**config.mk**
```make
export PLATFORM = sky130hd
export DESIGN_NAME = tafifo_ctrl
export DESIGN_NICKNAME = d
export VERILOG_FILES = /design/src/hdl/tafifo_pkg.sv /design/src/hdl/tafifo_ctrl.sv
export SDC_FILE = /design/constraint.sdc
export NUM_CORES = 1
export LEC_CHECK = 0
export ABC_AREA = 1
export BUFFER_PORTS_ARGS = -buffer_cell sky130_fd_sc_hd__buf_2
export CORE_AREA = 4 4 41 43
export CTS_BUF_LIST = sky130_fd_sc_hd__clkbuf_4
export CTS_CLUSTER_SIZE = 40
export DETAILED_ROUTE_END_ITERATION = 6
export DIE_AREA = 0 0 45 47
export HOLD_SLACK_MARGIN = 0.15
export MAX_ROUTING_LAYER = met4
export PLACE_DENSITY = 0.8
export SLEW_MARGIN = 20
export SYNTH_ARGS = -nofsm -noshare
export SYNTH_HDL_FRONTEND = slang
export SYNTH_SLANG_ARGS = --single-unit
```
**constraint.sdc**
```tcl
create_clock -name clock -period 3.1 [get_ports clock]
set_clock_uncertainty 0.2 [all_clocks]
set_input_delay 0.465 -clock clock [delete_from_list [all_inputs] [get_ports clock]]
set_output_delay 0.465 -clock clock [all_outputs]
set_load 0.1 [all_outputs]
```
**src/hdl/tafifo_pkg.sv**
```systemverilog
// shared types and constants for the timestamped audio frame fifo
`timescale 1ns / 1ps

package tafifo_pkg;

   localparam int DEPTH      = 1024;
   localparam int MAX_READ   = 64;
   localparam int SLOT_W     = $clog2(DEPTH);
   localparam int CNT_W      = 11;
   localparam int RD_W       = 7;
   localparam int CSR_ADDR_W = 3;

   typedef enum logic [1:0] {
      ACT_WRITE = 2'd0,
      ACT_READ  = 2'd1,
      ACT_DROP  = 2'd2,
      ACT_RESET = 2'd3
   } action_type;

   typedef enum logic [2:0] {
      ST_READ    = 3'd0,
      ST_ACCEPT  = 3'd1,
      ST_OVERRUN = 3'd2,
      ST_INVALID = 3'd3,
      ST_REFUSED = 3'd4,
      ST_DONE    = 3'd5
   } status_type;

   typedef enum logic {
      REG_CAPACITY = 1'b0,
      REG_CHANNELS = 1'b1
   } reg_index_type;

   typedef struct packed {
      action_type         action;
      logic [31:0]        sample_left;
      logic [31:0]        sample_right;
      logic               block_first;
      logic [CNT_W-1:0]   block_frames;
      logic [63:0]        first_pts;
      logic [RD_W-1:0]    read_frames;
   } req_type;

   typedef struct packed {
      status_type         status;
      logic [31:0]        out_left;
      logic [31:0]        out_right;
      logic [63:0]        out_pts;
      logic               last;
      logic               continuous;
      logic [CNT_W-1:0]   queued;
      logic [31:0]        overrun_count;
   } rsp_type;

   typedef struct packed {
      logic accept;
      logic rd_issue;
      logic rd_load;
      logic rd_last;
      logic streaming;
   } ctrl_cmd_type;

   typedef struct packed {
      logic            rsp_valid;
      logic            read_stream;
      logic [RD_W-1:0] read_n;
   } dp_sts_type;

endpackage

```
**src/hdl/tafifo_ctrl.sv**
```systemverilog
// sequencer: word acceptance and read frame streaming
`timescale 1ns / 1ps

module tafifo_ctrl import tafifo_pkg::*; (
   input  logic         clock,
   input  logic         reset,
   input  logic         req_valid,
   output logic         req_stall,
   input  logic         rsp_stall,
   input  dp_sts_type   sts,
   output ctrl_cmd_type cmd
);

   typedef enum logic {
      S_IDLE,
      S_STREAM
   } state_type;

   state_type       state_ff, state_in;
   logic [RD_W-1:0] cnt_ff, cnt_in;
   logic            out_free;

   assign out_free = !sts.rsp_valid || !rsp_stall;

   always_comb begin
      state_in  = state_ff;
      cnt_in    = cnt_ff;
      cmd       = '0;
      req_stall = 1'b1;
      case (state_ff)
         S_IDLE: begin
            req_stall  = !out_free;
            cmd.accept = req_valid && out_free;
            if (cmd.accept && sts.read_stream) begin
               cmd.rd_issue = 1'b1;
               cnt_in       = sts.read_n;
               state_in     = S_STREAM;
            end
         end
         S_STREAM: begin
            cmd.streaming = 1'b1;
            if (out_free) begin
               cmd.rd_load = 1'b1;
               cmd.rd_last = (cnt_ff == RD_W'(1));
               if (cmd.rd_last) begin
                  state_in = S_IDLE;
               end else begin
                  cmd.rd_issue = 1'b1;
                  cnt_in       = cnt_ff - RD_W'(1);
               end
            end
         end
         default: state_in = S_IDLE;
      endcase
   end

   always_ff @(posedge clock) begin
      if (reset) begin
         state_ff <= S_IDLE;
         cnt_ff   <= '0;
      end else begin
         state_ff <= state_in;
         cnt_ff   <= cnt_in;
      end
   end

endmodule

```
==> results of run 1 <==
==> cell families after synthesis <==
group | Yosys count | synth area share, %
and+or+nand+nor | 70 | 55.6
adders and majority gates | 2 | 3.60
DFF | 8 | 23.0
AOI/OAI and AO/OA | 7 | 5.04
buffers and inverters | 19 | 12.8
==> per-layer routing <==
layer	vias to the layer above	routed length (um)	GRT usage, %
met5	-	0	-
met4	0	32	7.02
met3	5	119	2.30
met2	21	800	32.2
met1	302	576	19.3
li1	365	-	-
==> per-stage QoR <==
step / setup slack [ns] / util (%) / total power [mW] / cell area [sq um]
floorplan: 0.514 / - / 0.270 / 701
global placement: 0.907 / 61.3 / 0.296 / 797
detailed placement: 0.866 / 61.3 / 0.300 / 797
CTS: 0.637 / 63.0 / 0.385 / 820
global route: 0.551 / 63.0 / 0.407 / 820
finish: 0.666 / 63.0 / 0.382 / 820
==> Yosys cell counts <==
master / number / area [sq um]
nand2_2: 2 / 12.5
ha_1: 2 / 25.0
dfxtp_1: 8 / 160
buf_2: 1 / 5.00
o21ai_1: 6 / 30.0
nand4_1: 2 / 12.5
nand3_1: 10 / 50.1
nand2_4: 2 / 22.5
nand2_1: 25 / 93.8
nor3_1: 1 / 5.00
nor2_2: 6 / 37.5
clkinv_8: 1 / 16.3
nand3_2: 1 / 10.0
nand2_8: 2 / 40.0
nor2_1: 16 / 60.1
buf_4: 1 / 7.51
inv_2: 1 / 3.75
nor2_8: 1 / 20.0
o21ai_0: 1 / 5.00
inv_1: 15 / 56.3
nor2_4: 2 / 22.5
==> placed cells by master (no fill, tap or decap) <==
cell,n
buf_2,18
clkbuf_4,3
clkinv_8,1
dfxtp_1,8
ha_1,2
inv_1,15
inv_2,1
nand2_1,25
nand2_2,2
nand2_4,2
nand2_8,2
nand3_1,10
nand3_2,1
nand4_1,2
nor2_1,16
nor2_2,6
nor2_4,2
nor2_8,1
nor3_2,1
o21ai_0,1
o21ai_1,6
==> state kept, by name, indices dropped and copies added, names as in the netlist <==
register	flops
cnt_ff	7
state_ff	1
==> power by group through the flow <==
stage,combinational (mW),sequential (mW),clock [mW]
detailed placement,0.171,0.130,0
global route,0.189,0.129,0.0890
floorplan,0.144,0.126,0
CTS,0.171,0.127,0.0861
global placement,0.167,0.129,0
finish,0.170,0.128,0.0846
==> final cells by class <==
cell class / count / area (sq um)
Tap cell: 15 / 18.8
Multi-Input combinational cell: 79 / 452
Sequential cell: 8 / 160
Fill cell: 132 / 482
Clock buffer: 3 / 22.5
Inverter: 17 / 76.3
Timing Repair Buffer: 18 / 90.1
==> final timing paths <==
kind              startpoint        end  slack [ns]  cells after the start
setup / recovery    state_ff     cmd[3]        0.67                      5
hold / removal        sts[4]  cnt_ff[4]        0.32                      5
setup reg to reg   cnt_ff[0]  cnt_ff[2]        1.50                      8
hold reg to reg    cnt_ff[1]  cnt_ff[1]        0.34                      2
==> worst register-to-register path: stages, from the launching register on <==
cell	delay (ns)
dfxtp_1	0.39
inv_1	0.12
ha_1	0.28
inv_1	0.08
nor2_1	0.03
o21ai_0	0.16
nand2_1	0.09
nor2_2	0.11
nor2_1	0.05
==> impl_metrics.tcl, run 1 <==
set metrics [dict create \
    outcome "finished, final reports clean" \
    area_delta_synth_final_pct 17.8 \
    p_leak_nw 0.443 \
    setup_tns_ns 0 \
    start_util_pct 53.5 \
    crit_path_top_delay_cell "dfxtp_1" \
    syn-instance-count 106 \
    finalNonFillerCells 140 \
    power_density_mw_per_mm2 466 \
    overflow 0 \
    placedCellCount 137 \
    cts_tree "done" \
    hp-class "in2reg" \
    syn_avg_cell_area_sq_um 6.56 \
    rows 13 \
    grt_antenna_before_repair 0 \
    cp_max_fo 12 \
    port_buffers 18 \
    seqPwrFrac_pct 33.4 \
    path_cells "inv_2, nor2_4, nand2_4, nand2_8, buf_2" \
    drt-total-wl_um 1530 \
    ys_warn_count 0 \
    slew_violations 0 \
    max_stage_delay_ns 0.49 \
    ant_nets 0 \
    relSlewSlack_pct 67.8 \
    via_per_inst 4.95 \
    vias 693 \
    grt_pass1_wl_um 2620 \
    rsz0062_at_grt "false" \
    die_area_sq_mm 0.00212 \
    max-cap-violations 0 \
    worstPathBufferInverterCount 2 \
    critPathRequiredTime_ns 2.43 \
    io_pins 19 \
    p_int_mw 0.209 \
    drt-initial-drc-count 6 \
    clock_path_buffers 2 \
    insertion_delay_ns 0.26 \
    antennaDiodeCount 0 \
    crit_family "buffers and inverters" \
    final-hold-violation-count 0 \
    p_comb_share_pct 44.4 \
    sw_frac_of_total_pct 45.2 \
    die_w_um 45 \
    syn_nets 121 \
    ir_drop_mv 0.261 \
    place_hpwl_um 1250 \
    wl_per_cell_um 10.9 \
    die_h_um 47 \
    root_buffer "clkbuf_4" \
    synth-seq-cells 8 \
    path_clk_slew_ns 0.06 \
    cts_sinks 8 \
    final_layout_size_suffix_gt1_share_pct 32.0 \
    max_slew.worst_pin.slew_ns 0.486 \
    pwr-share-clk_pct 22.2 \
    route.detailed.drc 0 \
    grt_pass1_vias 608 \
    cts_inserted_buffers 3 \
    ys_seq_area_share_pct 23.0 \
    power.switching_mw 0.173 \
    postCtsSetupRepairBufs 0 \
    core_sq_mm 0.00130 \
    grt_usage_pct 17.7 \
    start_kind "flip-flop" \
    fmaxAchievable_mhz 411 \
    holdBufCountCts 0 \
    place.gp.congestion 0.793 \
    fin_crit_ns 2.43 \
    grt_max_degree 13 \
    cts_resized 0 \
    hold_slack_ns 0.323 \
    yosysUniqueCellTypes 21 \
    firstDrtPassIters 4 \
    h-tree-depth 1 \
    fin_nets 142 \
    synth_area_sq_um 696 \
    setup.worst_path.class "reg2out" \
    endpoint_kind "primary output" \
    arrival_ns 1.77 \
    setup_viol 0 \
    fin_crit_sh_pct 78.5 \
]
Power figures use the tool's default switching activity.
==> run 2, diff against run 1 <==
--- a/config.mk
+++ b/config.mk
@@ -7,14 +7,14 @@
 export LEC_CHECK = 0
 export ABC_AREA = 1
 export BUFFER_PORTS_ARGS = -buffer_cell sky130_fd_sc_hd__buf_2
-export CORE_AREA = 4 4 41 43
+export CORE_MARGIN = 4
+export CORE_UTILIZATION = 53
 export CTS_BUF_LIST = sky130_fd_sc_hd__clkbuf_4
 export CTS_CLUSTER_SIZE = 40
 export DETAILED_ROUTE_END_ITERATION = 6
-export DIE_AREA = 0 0 45 47
 export HOLD_SLACK_MARGIN = 0.15
 export MAX_ROUTING_LAYER = met4
-export PLACE_DENSITY = 0.8
+export PLACE_DENSITY = 0.81
 export SLEW_MARGIN = 20
 export SYNTH_ARGS = -nofsm -noshare
 export SYNTH_HDL_FRONTEND = slang
==> constraint.sdc (replaced) <==
create_clock -name clock -period 2.5 [get_ports clock]
set_clock_uncertainty 0.2 [all_clocks]
set_input_delay 0.375 -clock clock [delete_from_list [all_inputs] [get_ports clock]]
set_output_delay 0.375 -clock clock [all_outputs]
set_load 0.1 [all_outputs]
==> run 2 against run 1 <==
Via count fell by 1.3%. Register-to-register slack got worse by 0.67 ns. Clock power rose by 25%. Worst setup slack got worse by 0.51 ns. Critical path type unchanged. Flip-flop and latch count did not move. First-iteration DRC count rose to 3.3 times the previous value. Worst hold slack got worse by 0.070 ns. Non-clock buffer count did not move. Critical path depth rose by 1. Combinational power rose by 26%.
==> impl_metrics.tcl, run 2 (synthesized netlist as in run 1, its figures left out) <==
set metrics [dict create \
    outcome "finished, final reports clean" \
    fin_crit_sh_pct 93.8 \
    finish.utilization_pct 69.9 \
    wl_per_cell_um 11.4 \
    power_density_mw_per_mm2 584 \
    firstDrtPassIters 4 \
    via_per_inst 4.92 \
    hp-class "in2reg" \
    drt-total-wl_um 1590 \
    path_cells "inv_2, nand2_4, nor2_8, nand2_8, nand2_8, buf_2" \
    h-tree-depth 1 \
    ant_nets 0 \
    grt_pass1_vias 612 \
    mostFrequentLayoutCell "nand2_1" \
    postCtsSetupRepairBufs 0 \
    area_delta_synth_final_pct 17.6 \
    cts_tree "done" \
    reg2reg_depth 8 \
    die_h_um 44.2 \
    rsz0062_at_grt "false" \
    cts_inserted_buffers 3 \
    setup.worst_path.class "reg2out" \
    finalNonFillerCells 139 \
    worstPathBufferInverterCount 2 \
    seqCellArea_sq_um 160 \
    max_slew.worst_pin.slew_ns 0.488 \
    power_mw 0.478 \
    rows 12 \
    cp_max_fo 12 \
    final_layout_size_suffix_gt1_share_pct 32.0 \
    min_to "state_ff" \
    core_sq_mm 0.00117 \
    root_buffer "clkbuf_4" \
    fin_crit_ns 2.34 \
    max_stage_delay_ns 0.44 \
    cts_resized 0 \
    largest_reg_flops 7 \
    critPathRequiredTime_ns 1.92 \
    antennaDiodeCount 0 \
    fmaxAchievable_mhz 427 \
    reg_top3 "cnt_ff: 7 flops, state_ff: 1 flops" \
    r2r-end "cnt_ff[2]" \
    place_hpwl_um 1260 \
    largest-register "cnt_ff" \
    io_pins 19 \
    insertion_delay_ns 0.27 \
    p_leak_nw 0.443 \
    vias 684 \
    crit_family "buffers and inverters" \
    setup_tns_ns 0 \
    holdBufCountCts 0 \
    multi_input_area_sq_um 452 \
    drt-initial-drc-count 20 \
    fin_nets 142 \
    place.gp.congestion 0.829 \
    port_buffers 18 \
    arrival_ns 1.77 \
    setup_viol 0 \
    relSlewSlack_pct 67.7 \
    path_clk_slew_ns 0.06 \
    placedCellCount 136 \
    cts_sinks 8 \
    ir_drop_mv 0.419 \
    start_kind "flip-flop" \
    final_cell_mix "nand2_1, buf_2, nor2_1" \
    crit_path_top_delay_cell "buf_2" \
    grt_usage_pct 18.0 \
    slew_violations 0 \
    overflow 0 \
    max-cap-violations 0 \
    r2r_slack_ns 0.83 \
    crit_top_cell "nand2_8" \
    die_area_sq_mm 0.00196 \
    endpoint_kind "primary output" \
    route.detailed.drc 0 \
    hold_path.startpoint "reset" \
    fillerInstances 111 \
    clock_path_buffers 2 \
    worstReg2RegStart "cnt_ff[0]" \
    grt_max_degree 13 \
    start_util_pct 59.4 \
    holdPathStages 4 \
    grt_pass1_wl_um 2550 \
    die_w_um 44.2 \
    grt_antenna_before_repair 0 \
    final-hold-violation-count 0 \
]
-- run 2: cell counts in the layout (fill, tap and decap cells not counted) --
No cell type changed its count.
-- run 2: report_power, final --
part,switching (mW),internal [mW]
Clock,0.0509,0.0554
Sequential,0.0167,0.141
Combinational,0.151,0.0633
Total,0.218,0.260
-- run 2: worst max path at each step --
| stage | start | endpoint | slack [ns] | cells past startpoint |
|---|---|---|---|---|
| floorplan | cnt_ff[1] | cmd[1] | 0.004 | 6 |
| global placement | rsp_stall | cmd[3] | 0.48 | 7 |
| detailed placement | state_ff | cmd[3] | 0.45 | 6 |
| CTS | state_ff | cmd[3] | 0.16 | 6 |
| global route | cnt_ff[1] | cmd[3] | 0.09 | 8 |
| finish | state_ff | cmd[3] | 0.16 | 6 |
-- run 2: worst min-delay path, cell delays in order --
cell,delay [ns]
buf_2,0.08
inv_1,0.11
nand2_1,0.09
inv_1,0.03
-- run 2: layout make-up --
| cell class | count | area share, % |
|---|---|---|
| sequential | 8 | 19.6 |
| inverter | 17 | 9.33 |
| clock buffer | 3 | 2.75 |
| timing repair buffer | 18 | 11.0 |
| multi-input combinational | 79 | 55.2 |
| tap | 14 | 2.14 |
-- run 2: routing by layer --
| metal | share of wire [%] | GRT usage, % | routed length (um) |
|---|---|---|---|
| met3 | 7.8 | 4.88 | 123 |
| met2 | 48 | 29.7 | 765 |
| met4 | 1.0 | 5.42 | 16 |
| met5 | 0 | - | 0 |
| met1 | 43 | 21.3 | 680 |
-- run 2: metrics by stage --
stage / setup WS, ns / hold WS, ns / cell area, sq um
CTS: 0.155 / 0.254 / 818
global route: 0.0926 / 0.289 / 818
floorplan: 0.00385 / 0.288 / 701
global placement: 0.481 / 0.310 / 796
detailed placement: 0.447 / 0.314 / 796
finish: 0.156 / 0.253 / 818
==> run 3, diff against run 2 <==
==> constraint.sdc (replaced) <==
create_clock -name clock -period 2.5 [get_ports clock]
set_clock_uncertainty 0.2 [all_clocks]
set_input_delay 0.5 -clock clock [delete_from_list [all_inputs] [get_ports clock]]
set_output_delay 0.5 -clock clock [all_outputs]
set_load 0.1 [all_outputs]
==> run 3 against run 2 <==
Cell area rose by 2.6%. Flip-flop and latch count did not move. Via count did not move. Worst hold slack improved by 0.095 ns. Fmax fell by 0.19%. Utilization rose by 1.8 points. Wire length fell by 4.7%. Count of clock-buffer cells in the layout did not move. Die area did not move. First-iteration DRC count rose by 10%.
==> impl_metrics.tcl, run 3 (synthesized netlist as in run 1, its figures left out) <==
set metrics [dict create \
    outcome "finished, final reports clean" \
    power.switching_mw 0.219 \
    slew_violations 0 \
    hold_slack_ns 0.349 \
    worstReg2RegStart "state_ff" \
    fin_nets 142 \
    reg_top3 "cnt_ff: 7 flops, state_ff: 1 flops" \
    mostFrequentLayoutCell "nand2_1" \
    h-tree-depth 1 \
    postCtsSetupRepairBufs 0 \
    fin_crit_sh_pct 93.9 \
    final_layout_size_suffix_gt1_share_pct 32.0 \
    via_per_inst 4.92 \
    final-hold-violation-count 0 \
    multi_input_area_sq_um 458 \
    sw_frac_of_total_pct 45.3 \
    setup_tns_ns 0 \
    holdBufCountCts 0 \
    start_util_pct 59.4 \
    seqCellArea_sq_um 160 \
    grt_pass1_wl_um 2560 \
    start_kind "flip-flop" \
    cp-startpoint "cnt_ff[0]" \
    crit_family "buffers and inverters" \
    route.detailed.drc 0 \
    grt_antenna_before_repair 0 \
    io_pins 19 \
    cts_inserted_buffers 3 \
    vias 684 \
    antennaDiodeCount 0 \
    setup_viol 0 \
    cts_sinks 8 \
    port_buffers 18 \
    wl_per_cell_um 10.9 \
    die_area_sq_mm 0.00196 \
    drt-total-wl_um 1510 \
    crit_path_top_delay_cell "buf_2" \
    path_clk_slew_ns 0.07 \
    firstDrtPassIters 4 \
    max-cap-violations 0 \
    rsz0062_at_grt "false" \
    hold_path.startpoint "sts[4]" \
    cts_tree "done" \
    largest-register "cnt_ff" \
    fmaxAchievable_mhz 426 \
    relSlewSlack_pct 67.6 \
    core_sq_mm 0.00117 \
    critPathRequiredTime_ns 1.80 \
    place_hpwl_um 1170 \
    overflow 0 \
    insertion_delay_ns 0.26 \
    ant_nets 0 \
    die_h_um 44.2 \
    drt-initial-drc-count 22 \
    cts_resized 0 \
    root_buffer "clkbuf_4" \
    fin_crit_ns 2.35 \
    arrival_ns 1.65 \
    finish.utilization_pct 71.7 \
    p_int_mw 0.264 \
    hp-class "in2reg" \
    final_cell_mix "nand2_1, buf_2, nor2_1" \
    path_cells "ha_1, inv_1, nor2_1, nand3_2, nor3_4, buf_2" \
    seqPwrFrac_pct 32.7 \
    p_leak_nw 0.450 \
    finalWorstSetupSlack_ns 0.151 \
    pwr-share-clk_pct 22.2 \
    largest_reg_flops 7 \
    reg2reg_depth 8 \
    dpl_worst_slack_ns 0.362 \
    area_delta_synth_final_pct 20.7 \
    crit_cells 6 \
    holdPathStages 5 \
    max_stage_delay_ns 0.44 \
    power_density_mw_per_mm2 576 \
    grt_pass1_vias 603 \
    setup.worst_path.class "reg2out" \
    clock_path_buffers 2 \
    grt_max_degree 13 \
    cp_max_fo 4 \
    place.gp.congestion 0.833 \
    rows 12 \
    die_w_um 44.2 \
    p_comb_share_pct 45.1 \
    max_slew.worst_pin.slew_ns 0.490 \
    endpoint_kind "primary output" \
    worstPathBufferInverterCount 2 \
    fillerInstances 103 \
    grt_usage_pct 17.8 \
    ir_drop_mv 0.337 \
    power_mw 0.484 \
]
## run 3: cell counts in the layout (fill, tap and decap cells not counted)
No cell type changed its count.
## run 3: path summary, 6_finish.rpt
kind | to | slack [ns]
hold / removal | cnt_ff[4] | 0.35
hold reg to reg | cnt_ff[1] | 0.36
setup reg to reg | cnt_ff[2] | 0.87
setup / recovery | cmd[1] | 0.15
## run 3: through the flow
stage / cells / instance area, sq um
CTS: 139 / 840
floorplan: 106 / 707
global placement: 136 / 817
detailed placement: 136 / 817
global route: 139 / 840
finish: 139 / 840
## run 3: layout make-up
class	count	area share, %
multi-input cells	79	54.5
flip-flops and latches	8	19.1
repair buffers	18	12.5
inverters	17	9.09
clock buffers	3	2.68
well taps	14	2.09
## run 3: worst register-to-register path, cell delays in order, from the launching register on
cell	delay [ns]
dfxtp_1	0.39
inv_2	0.27
nand2_4	0.11
nor2_8	0.12
nand2_8	0.08
nand2_8	0.13
clkinv_8	0.08
nor2_2	0.08
nor2_1	0.05
## run 3: power groups by stage
| stage | logic [mW] | clock network, mW | registers [mW] |
|---|---|---|---|
| 2_1_floorplan | 0.179 | 0 | 0.156 |
| 3_3_place_gp | 0.214 | 0 | 0.160 |
| 3_5_place_dp | 0.218 | 0 | 0.161 |
| 4_1_cts | 0.219 | 0.107 | 0.158 |
| 5_1_grt | 0.241 | 0.114 | 0.160 |
| 6_report | 0.218 | 0.107 | 0.158 |
## run 3: routing by layer
layer  track usage (%)  up-vias  share of wire, %
met5                 -        -                 0
met4              6.63        0               1.7
met3              2.44        7               5.6
met2              27.3       21                47
met1              23.4      288                46
li1                  -      368                 -
